### src/hw/rtl/scs_pkg.sv
// ----------------------------------------------------------------------------
// scs_pkg: shared types and codes for the supersequence block
// Input action codes, controller command and datapath status groups.
// ----------------------------------------------------------------------------
package scs_pkg;

    localparam int MAX_LEN_DEF = 32;
    localparam int ACT_W       = 2;
    localparam int SYM_W       = 8;
    localparam int TOT_LEN_W   = 7;

    localparam logic [ACT_W-1:0] ACT_APPEND_A = 2'd0;
    localparam logic [ACT_W-1:0] ACT_APPEND_B = 2'd1;
    localparam logic [ACT_W-1:0] ACT_RUN      = 2'd2;

    // controller -> datapath
    typedef struct packed {
        logic append_a;
        logic append_b;
        logic run_start;
        logic fill_issue;
        logic tb_start;
        logic tb_read;
        logic tb_step;
        logic left_step;
        logic emit_read;
        logic emit_load;
        logic empty_load;
        logic finish;
    } cmd_t;

    // datapath -> controller
    typedef struct packed {
        logic both_empty;
        logic skip_fill;
        logic fill_last;
        logic tb_both;
        logic tb_any;
        logic emit_last;
        logic out_free;
    } sts_t;

endpackage

### src/hw/rtl/scs_ctrl.sv
// ----------------------------------------------------------------------------
// scs_ctrl: sequencer for load, table fill, trace back and emit
// Drives datapath commands from the state and datapath status.
// ----------------------------------------------------------------------------
module scs_ctrl (
    input  logic                          clk,
    input  logic                          rst_n,
    input  logic                          in_valid,
    input  logic [scs_pkg::ACT_W-1:0]     action,
    input  scs_pkg::sts_t                 sts,
    output logic                          in_stall,
    output scs_pkg::cmd_t                 cmd
);

    localparam logic [3:0] S_IDLE     = 4'd0;
    localparam logic [3:0] S_FILL     = 4'd1;
    localparam logic [3:0] S_FILL_END = 4'd2;
    localparam logic [3:0] S_TB_INIT  = 4'd3;
    localparam logic [3:0] S_TB_RD    = 4'd4;
    localparam logic [3:0] S_TB_DEC   = 4'd5;
    localparam logic [3:0] S_LEFT     = 4'd6;
    localparam logic [3:0] S_EMIT_RD  = 4'd7;
    localparam logic [3:0] S_EMIT_LD  = 4'd8;
    localparam logic [3:0] S_EMPTY    = 4'd9;

    logic [3:0] state_reg;
    logic [3:0] state_next;
    logic       in_fire;

    assign in_stall = (state_reg != S_IDLE);
    assign in_fire  = in_valid && !in_stall;

    always_comb
    begin
        state_next = state_reg;
        cmd        = '0;
        unique case (state_reg)
            S_IDLE:
            begin
                if (in_fire)
                begin
                    unique case (action)
                        scs_pkg::ACT_APPEND_A: cmd.append_a = 1'b1;
                        scs_pkg::ACT_APPEND_B: cmd.append_b = 1'b1;
                        scs_pkg::ACT_RUN:
                        begin
                            priority if (sts.both_empty)
                            begin
                                state_next = S_EMPTY;
                            end
                            else if (sts.skip_fill)
                            begin
                                state_next = S_TB_INIT;
                            end
                            else
                            begin
                                cmd.run_start = 1'b1;
                                state_next    = S_FILL;
                            end
                        end
                        default: ;
                    endcase
                end
            end
            S_FILL:
            begin
                cmd.fill_issue = 1'b1;
                if (sts.fill_last)
                begin
                    state_next = S_FILL_END;
                end
            end
            S_FILL_END: state_next = S_TB_INIT;
            S_TB_INIT:
            begin
                cmd.tb_start = 1'b1;
                state_next   = S_TB_RD;
            end
            S_TB_RD:
            begin
                priority if (sts.tb_both)
                begin
                    cmd.tb_read = 1'b1;
                    state_next  = S_TB_DEC;
                end
                else if (sts.tb_any)
                begin
                    state_next = S_LEFT;
                end
                else
                begin
                    state_next = S_EMIT_RD;
                end
            end
            S_TB_DEC:
            begin
                cmd.tb_step = 1'b1;
                state_next  = S_TB_RD;
            end
            S_LEFT:
            begin
                if (sts.tb_any)
                begin
                    cmd.left_step = 1'b1;
                end
                else
                begin
                    state_next = S_EMIT_RD;
                end
            end
            S_EMIT_RD:
            begin
                if (sts.out_free)
                begin
                    cmd.emit_read = 1'b1;
                    state_next    = S_EMIT_LD;
                end
            end
            S_EMIT_LD:
            begin
                cmd.emit_load = 1'b1;
                if (sts.emit_last)
                begin
                    cmd.finish = 1'b1;
                    state_next = S_IDLE;
                end
                else
                begin
                    state_next = S_EMIT_RD;
                end
            end
            S_EMPTY:
            begin
                if (sts.out_free)
                begin
                    cmd.empty_load = 1'b1;
                    cmd.finish     = 1'b1;
                    state_next     = S_IDLE;
                end
            end
            default: state_next = S_IDLE;
        endcase
    end

    always_ff @(posedge clk or negedge rst_n)
    begin
        if (!rst_n)
        begin
            state_reg <= S_IDLE;
        end
        else
        begin
            state_reg <= state_next;
        end
    end

endmodule

### config.mk
export PLATFORM = sky130hd
export DESIGN_NAME = scs_ctrl
export DESIGN_NICKNAME = d
export VERILOG_FILES = /design/src/hw/rtl/scs_pkg.sv /design/src/hw/rtl/scs_ctrl.sv
export SDC_FILE = /design/constraint.sdc
export NUM_CORES = 1
export LEC_CHECK = 0
export BUFFER_PORTS_ARGS = -buffer_cell sky130_fd_sc_hd__clkbuf_2
export CORE_AREA = 10 10 47 49
export CTS_BUF_LIST = sky130_fd_sc_hd__clkbuf_8
export DETAILED_ROUTE_END_ITERATION = 7
export DIE_AREA = 0 0 57 59
export PLACE_DENSITY_LB_ADDON = 0.1
export SYNTH_ARGS = -nofsm -noshare
export SYNTH_HDL_FRONTEND = slang
export SYNTH_SLANG_ARGS = --single-unit
### constraint.sdc
create_clock -name clk -period 3.6 [get_ports clk]
set_clock_uncertainty 0.15 [all_clocks]
set_input_delay 0.36 -clock clk [delete_from_list [all_inputs] [get_ports clk]]
set_output_delay 0.36 -clock clk [all_outputs]
set_load 0.05 [all_outputs]
==> flow_metrics.py, run 1 <==
metrics = {
    "final_layout": {
        "diodes": 0,
        "seqCellArea_um2": 100,
        "multi_input_area_um2": 342,
        "drive_above_1_share": 0.420,
        "nFillCells": 149,
        "final_util": 0.460,
        "syn2layout_area_growth_pct": 36.6,
        "final_nets": 95,
        "largest_register_ffs": 4,
    },
    "critical_path": {
        "critical_path_class": "flop to primary output",
        "start_kind": "flop",
        "path_max_fanout": 16,
        "arrival_ps": 1780,
        "cp.required_ps": 3090,
        "r2r_setup_slack_ps": 1610,
        "cpPeakStageDelay_ps": 530,
        "slowest_stage": "dfrtp_1",
        "crit_chain": "nand2b_1 -> nand3b_1 -> nor2_1 -> a21o_1 -> clkbuf_2",
        "critPathCaptureType": "primary output",
    },
    "floorplan": {
        "start_util": 0.337,
        "die_width_um": 57,
        "core_um2": 1400,
        "rows": 14,
        "ios": 25,
        "die_area_um2": 3360,
        "die_h_um": 59,
    },
    "synth": {
        "yosysTopAreaCell": "dfrtp_1",
        "yosys-top-cells-area": "dfrtp_1, nor3b_1, nor3_1",
        "syn-num-nets": 69,
        "yosysSeqAreaShare": 0.212,
        "ys_types": 31,
        "yosysWarningCount": 0,
        "synth_top_area_frac": 0.212,
        "syn_area_um2": 472,
        "synth.top_cells.by_count": "nor2_1, dfrtp_1, nor3_1",
        "netlist_instances": 57,
        "ys_ff_latch": 4,
        "synth-main-ff-cell": "dfrtp_1",
        "yosysMostFrequentCell": "nor2_1",
        "synth.avg_cell_area_um2": 8.28,
        "synth_edf_count": 0,
        "synthArstFlopShare": 1.00,
    },
    "clock_network": {
        "clock_path_buffers": 2,
        "clockRootBuffer": "clkbuf_8",
        "cts.clk_slew.worst_paths_ps": 30,
        "cts_htree_levels": 1,
        "cts_resized": 0,
        "cts_setup_buffers": 0,
        "cts_tree": "yes",
        "cts-buffers-inserted": 3,
        "clock_sinks": 4,
        "clkLatencyLatePin_ps": 220,
    },
    "detailed_routing": {
        "drt_iter0_drc": 18,
        "vias_per_cell": 5.72,
        "drc": 0,
        "drtAntennaViolNets": 0,
        "vias": 555,
        "finalWirelength_um": 1440,
        "firstDrtPassIters": 4,
        "wire_per_inst_um": 14.9,
    },
    "timing": {
        "post-route-period-util": 0.636,
        "whs_ps": 245,
        "worstMarginPinSlew_ps": 446,
        "slew_viol_final": 0,
        "finalHoldViolCount": 0,
        "finalSetupViolations": 0,
        "period_needed_ps": 2290,
        "rsz0062_at_grt": "false",
        "relSlewSlack": 0.703,
        "fmax_mhz": 437,
        "fin_setup_tns_ps": 0,
    },
    "global_route": {
        "grt_max_degree": 17,
        "grt_use_total": 0.0883,
        "grt_pass1_vias": 548,
        "grt_antenna_before_repair": 0,
        "grt_overflow": 0,
        "grt_pass1_wl_um": 2430,
    },
    "flow_run": {
        "maxCapViolations": 0,
    },
    "pwr": {
        "p_leak_nw": 0.301,
        "vdd_ir_drop_max_mv": 0.321,
        "p_per_area_nw_per_um2": 988,
    },
    "hold_path": {
        "hp-class": "primary input to flop",
    },
    "placed_design": {
        "hpwl_um": 1160,
        "portBuffers": 24,
        "place_congestion": 0.829,
    },
    "status": {
        "status": "finished, final reports clean",
    },
}
per-layer routing:
| layer | part of all wire | global-route usage | up-vias | routed length (um) |
|---|---|---|---|---|
| met2 | 0.40 | 0.127 | 34 | 580 |
| met3 | 0.12 | 0.0343 | 5 | 174 |
| met5 | 0 | 0 | - | 0 |
| li1 | - | - | 269 | - |
| met1 | 0.44 | 0.105 | 247 | 639 |
| met4 | 0.032 | 0.0604 | 0 | 46 |
timing repair:
item | in CTS | in global routing
endpoints found under the hold margin | 4 | 0
hold buffers | 1 | 0
setup endpoints to repair | 0 | 0
report_power, final:
part / leakage [nW] / switching, mW / total, mW / internal (mW)
sequential: 0.0499 / 0.0846 / 0.154 / 0.0689
combinational: 0.229 / 0.238 / 0.388 / 0.150
clock: 0.0216 / 0.0235 / 0.0948 / 0.0713
final cells by class:
cell class	count	area share
multi-input combinational	46	0.530
timing repair buffer	25	0.202
sequential	4	0.155
clock buffer	3	0.0641
tap	16	0.0311
inverter	3	0.0175
path summary, 6_finish.rpt:
kind | startpoint | end | depth (start not counted)
min in group asynchronous | rst_n | state_reg[0] | 2
hold / removal | sts[0] | state_reg[3] | 2
max in group asynchronous | rst_n | state_reg[1] | 2
setup reg to reg | state_reg[3] | state_reg[1] | 4
setup / recovery | state_reg[1] | cmd[0] | 5
hold reg to reg | state_reg[3] | state_reg[3] | 2
layout by cell type (no fill, tap or decap), types with 2 or more instances in the layout:
cell type,n
clkbuf_8,3
nor2b_1,2
nand3_1,3
dfrtp_1,4
nor3b_1,3
nand3b_1,2
a21o_1,2
nor2_1,5
and3_1,2
nor3_1,4
nand2b_1,2
nor4b_1,2
inv_1,2
clkbuf_2,24
o21ai_0,3
a21oi_1,2
cells by family (layout without fill, tap and decap cells):
kind of cell           after synthesis  count (layout)  synth area share
flip-flops                           4               4             0.212
multiplexers                         2               2            0.0557
buffers and inverters                7              31            0.0636
AO/OA/AOI/OAI                       14              14             0.247
AND/OR/NAND/NOR                     30              30             0.422
worst max-delay path: cells and delay by family, from the launching register on:
family,cells,cell delay (ps)
buffers and inverters,1,270
flip-flops,1,530
AO/OA/AOI/OAI,1,100
AND/OR/NAND/NOR,3,670
per-stage QoR:
stage	instances	instance area, um2	setup WS [ps]	power, mW
after floorplan	57	472	628	0.465
after global placement	93	593	1520	0.547
after detailed placement	93	593	1530	0.542
after CTS	97	644	1300	0.639
after global routing	97	644	1180	0.680
final	97	644	1310	0.637
Note: power is estimated with default switching activity, not from simulation.
==> run 2: changes to the inputs <==
==> constraint.sdc (replaced) <==
create_clock -name clk -period 2.1 [get_ports clk]
set_clock_uncertainty 0.15 [all_clocks]
set_input_delay 0.21 -clock clk [delete_from_list [all_inputs] [get_ports clk]]
set_output_delay 0.21 -clock clk [all_outputs]
set_load 0.05 [all_outputs]
==> run 2 against run 1 <==
  * Worst hold slack worse by 170 ps
  * Combinational power up 96%
  * First-iteration DRC count down 78%
  * Largest power group unchanged
==> flow_metrics.py, run 2 (same netlist as run 1, synthesis figures left out) <==
metrics = {
    "status": {
        "status": "finished, final reports clean",
    },
    "timing": {
        "post-route-period-util": 0.965,
        "relSlewSlack": 0.693,
        "whs_ps": 76.5,
        "worstMarginPinSlew_ps": 460,
        "slew_viol_final": 0,
        "fmax_mhz": 493,
        "fin_setup_tns_ps": 0,
        "period_needed_ps": 2030,
        "finalHoldViolCount": 0,
        "finalSetupViolations": 0,
        "rsz0062_at_grt": "false",
    },
    "detailed_routing": {
        "drc": 0,
        "drt_iter0_drc": 4,
        "firstDrtPassIters": 2,
        "wire_per_inst_um": 15.1,
        "vias": 546,
        "drtAntennaViolNets": 0,
        "vias_per_cell": 5.46,
        "finalWirelength_um": 1510,
    },
    "placed_design": {
        "place_area_um2": 641,
        "place_congestion": 0.729,
        "hpwl_um": 1260,
        "portBuffers": 24,
    },
    "floorplan": {
        "die_width_um": 57,
        "die_area_um2": 3360,
        "ios": 25,
        "core_um2": 1400,
        "rows": 14,
        "start_util": 0.337,
        "die_h_um": 59,
    },
    "final_layout": {
        "drive_above_1_share": 0.524,
        "largest_register_ffs": 4,
        "final_common_cell": "clkbuf_2",
        "final_nets": 98,
        "stdcell_area_um2": 701,
        "syn2layout_area_growth_pct": 48.5,
        "final_util": 0.500,
        "layout_common_cells": "clkbuf_2, nor2_1, buf_4",
        "diodes": 0,
    },
    "critical_path": {
        "slowest_stage": "dfrtp_1",
        "critical_path_class": "flop to primary output",
        "cpPeakStageDelay_ps": 480,
        "path_buf_inv": 1,
        "crit_chain": "nand2b_1 -> nand3b_1 -> nor2_2 -> a21o_1 -> clkbuf_2",
        "critical-path-top-delay-family": "simple AND/OR/NAND/NOR gates",
        "reg2reg_to": "state_reg[1]",
        "start_kind": "flop",
        "critPathCaptureType": "primary output",
        "reg2regPathDepth": 4,
        "path_max_fanout": 12,
        "r2r_setup_slack_ps": 180,
        "arrival_ps": 1670,
        "regToRegStartpoint": "state_reg[2]",
        "cp.required_ps": 1740,
    },
    "global_route": {
        "grt_pass1_vias": 532,
        "grt_use_total": 0.0848,
        "grt_max_degree": 15,
        "grt_antenna_before_repair": 0,
        "grt_pass1_wl_um": 2420,
        "grt_overflow": 0,
    },
    "clock_network": {
        "cts_htree_levels": 1,
        "cts_setup_buffers": 0,
        "cts-buffers-inserted": 3,
        "cts_tree": "yes",
        "cts.clk_slew.worst_paths_ps": 30,
        "clkLatencyLatePin_ps": 220,
        "clock_path_buffers": 2,
        "clock_sinks": 4,
        "clockRootBuffer": "clkbuf_8",
    },
    "pwr": {
        "vdd_ir_drop_max_mv": 0.602,
        "p_leak_nw": 0.322,
        "fin_total_pwr_mw": 1.15,
        "p_per_area_nw_per_um2": 1650,
    },
    "hold_path": {
        "holdPathStages": 2,
        "hp-start": "sts[0]",
        "hold_end": "state_reg[3]",
        "hp-class": "primary input to flop",
    },
    "flow_run": {
        "maxCapViolations": 0,
    },
}
run 2: power breakdown:
| group | total (mW) | switching [mW] | internal [mW] |
|---|---|---|---|
| clock | 0.161 | 0.0385 | 0.122 |
| combinational | 0.762 | 0.466 | 0.296 |
| sequential | 0.231 | 0.110 | 0.121 |
| total | 1.15 | 0.614 | 0.539 |
run 2: repair_timing:
item                                    in CTS  in global routing
gates resized for setup                      1                  5
hold buffers                                 1                  0
endpoints found under the setup margin       1                  3
hold endpoints to repair                     4                  0
run 2: how the worst max path moves through the flow:
stage / start / endpoint / slack [ps] / cells after the start
2_1_floorplan: state_reg[0] / cmd[9] / -80 / 4
3_3_place_gp: state_reg[3] / state_reg[1] / 180 / 5
3_5_place_dp: state_reg[3] / state_reg[1] / 190 / 5
4_1_cts: state_reg[3] / cmd[10] / 40 / 5
5_1_grt: state_reg[1] / cmd[0] / 5 / 5
6_report: state_reg[1] / cmd[0] / 70 / 5
run 2: through the flow:
| step | worst slack, ps | std cells |
|---|---|---|
| after floorplan | -80.5 | 57 |
| after global placement | 179 | 96 |
| after detailed placement | 187 | 96 |
| after CTS | 38.3 | 100 |
| after global routing | 4.51 | 100 |
| final | 73.3 | 100 |
run 2: area by class of cell:
class                      instances  area [um2]
tap                               16        20.0
clock buffer                       3        41.3
inverter                           3        11.3
sequential                         4         101
timing repair buffer              28         155
fill                             148         701
multi-input combinational         46         372
run 2: metal layers:
metal,part of all wire,track usage
met5,0,0
met4,0,0.0201
met3,0.094,0.0365
met2,0.43,0.132
met1,0.48,0.105
==> run 3: changes to the inputs <==
==> constraint.sdc (replaced) <==
create_clock -name clk -period 2.4 [get_ports clk]
set_clock_uncertainty 0.15 [all_clocks]
set_input_delay 0.24 -clock clk [delete_from_list [all_inputs] [get_ports clk]]
set_output_delay 0.24 -clock clk [all_outputs]
set_load 0.05 [all_outputs]
==> run 3 against run 2 <==
  * Critical endpoint unchanged
  * Sequential cell count unchanged
  * Cell count is 3.0% lower
  * Via count shrank 3.1%
  * Critical path depth unchanged
==> flow_metrics.py, run 3 (same netlist as run 1, synthesis figures left out) <==
metrics = {
    "global_route": {
        "grt_pass1_vias": 535,
        "grt_max_degree": 17,
        "grt_use_total": 0.0898,
        "grt_antenna_before_repair": 0,
        "grt_overflow": 0,
        "grt_pass1_wl_um": 2500,
    },
    "detailed_routing": {
        "firstDrtPassIters": 4,
        "vias": 529,
        "wire_per_inst_um": 15.0,
        "drc": 0,
        "drtAntennaViolNets": 0,
        "finalWirelength_um": 1450,
        "vias_per_cell": 5.45,
        "drt_iter0_drc": 13,
    },
    "critical_path": {
        "critical_path_class": "flop to primary output",
        "reg2regPathDepth": 4,
        "critPathCaptureType": "primary output",
        "crit_path_start": "state_reg[1]",
        "cp.required_ps": 2010,
        "start_kind": "flop",
        "arrival_ps": 1800,
        "crit_end": "cmd[0]",
        "reg2reg_to": "state_reg[1]",
        "path_max_fanout": 16,
        "r2r_setup_slack_ps": 450,
        "regToRegStartpoint": "state_reg[3]",
    },
    "timing": {
        "slew_viol_final": 0,
        "rsz0062_at_grt": "false",
        "period_needed_ps": 2190,
        "finalHoldViolCount": 0,
        "fin_setup_tns_ps": 0,
        "post-route-period-util": 0.913,
        "finalSetupViolations": 0,
        "relSlewSlack": 0.686,
        "worstMarginPinSlew_ps": 471,
        "whs_ps": 111,
        "fmax_mhz": 457,
    },
    "final_layout": {
        "multi_input_area_um2": 359,
        "diodes": 0,
        "largest_register_ffs": 4,
        "seqCellArea_um2": 100,
        "final_common_cell": "clkbuf_2",
        "nFillCells": 158,
        "drive_above_1_share": 0.457,
        "final_util": 0.472,
        "fin_cells": 97,
        "syn2layout_area_growth_pct": 40.3,
        "layout_common_cells": "clkbuf_2, nor2_1, nor3_1, dfrtp_1",
        "final_nets": 95,
    },
    "flow_run": {
        "maxCapViolations": 0,
    },
    "pwr": {
        "internal-power_uw": 438,
        "p_leak_nw": 0.304,
        "fin_total_pwr_uw": 961,
        "pwr-share-clk": 0.149,
        "combPwrFrac": 0.610,
        "pwr-share-seq": 0.241,
        "p_per_area_nw_per_um2": 1450,
        "power_switching_uw": 523,
        "vdd_ir_drop_max_mv": 0.729,
        "swShare": 0.544,
    },
    "floorplan": {
        "rows": 14,
        "die_width_um": 57,
        "die_h_um": 59,
        "die_area_um2": 3360,
        "start_util": 0.337,
        "ios": 25,
        "core_um2": 1400,
    },
    "status": {
        "status": "finished, final reports clean",
    },
    "clock_network": {
        "clock_path_buffers": 2,
        "clkLatencyLatePin_ps": 220,
        "cts_tree": "yes",
        "cts.clk_slew.worst_paths_ps": 30,
        "cts_resized": 0,
        "cts_htree_levels": 1,
        "clock_sinks": 4,
        "clockRootBuffer": "clkbuf_8",
        "cts-buffers-inserted": 3,
    },
    "placed_design": {
        "place_congestion": 0.732,
        "dp.cells": 93,
        "portBuffers": 24,
        "hpwl_um": 1150,
    },
    "hold_path": {
        "hp-class": "primary input to flop",
    },
}
-- run 3: cell type report --
type / instances / area share
clock buffer: 3 / 0.0624
timing repair buffer: 25 / 0.197
multi-input combinational: 46 / 0.543
inverter: 3 / 0.0170
sequential: 4 / 0.151
tap: 16 / 0.0302
-- run 3: metrics by stage --
stage                     setup WS [ps]  area, um2
after floorplan                    83.4        489
after global placement              420        611
after global routing               69.4        662
after detailed placement            421        611
after CTS                           189        662
final                               210        662
-- run 3: what timing repair did --
action                    CTS  global route
hold endpoints to repair    4             0
hold buffers                1             0
buffers inserted            0             0
-- run 3: how the worst min path moves through the flow --
| stage | from | end | slack [ps] | cells past startpoint |
|---|---|---|---|---|
| 4_1_cts | sts[0] | state_reg[3] | 120 | 2 |
| 2_1_floorplan | rst_n | state_reg[0] | -210 | 0 |
| 3_5_place_dp | rst_n | state_reg[3] | -100 | 1 |
| 5_1_grt | sts[0] | state_reg[3] | 130 | 2 |
| 6_report | sts[0] | state_reg[3] | 110 | 2 |
| 3_3_place_gp | rst_n | state_reg[3] | -100 | 1 |
-- run 3: layer usage --
metal	up-vias	global-route usage	wire length [um]
met5	-	0	0
met4	0	0.0302	0
met3	0	0.0472	119
met2	18	0.135	647
met1	242	0.107	687
li1	269	-	-
-- run 3: worst max-delay path, stage by stage (launching register included) --
cell      delay [ps]
dfrtp_1          540
nand2b_1         290
nand3b_1         220
nor2_1           150
a21o_1           110
clkbuf_2         270
-- run 3: power by group through the flow --
| stage | Clock [mW] | Combinational, mW | Sequential (mW) |
|---|---|---|---|
| after detailed placement | 0 | 0.587 | 0.233 |
| after global placement | 0 | 0.593 | 0.231 |
| final | 0.143 | 0.587 | 0.231 |
| after CTS | 0.145 | 0.594 | 0.232 |
| after global routing | 0.150 | 0.637 | 0.252 |
| after floorplan | 0 | 0.568 | 0.138 |
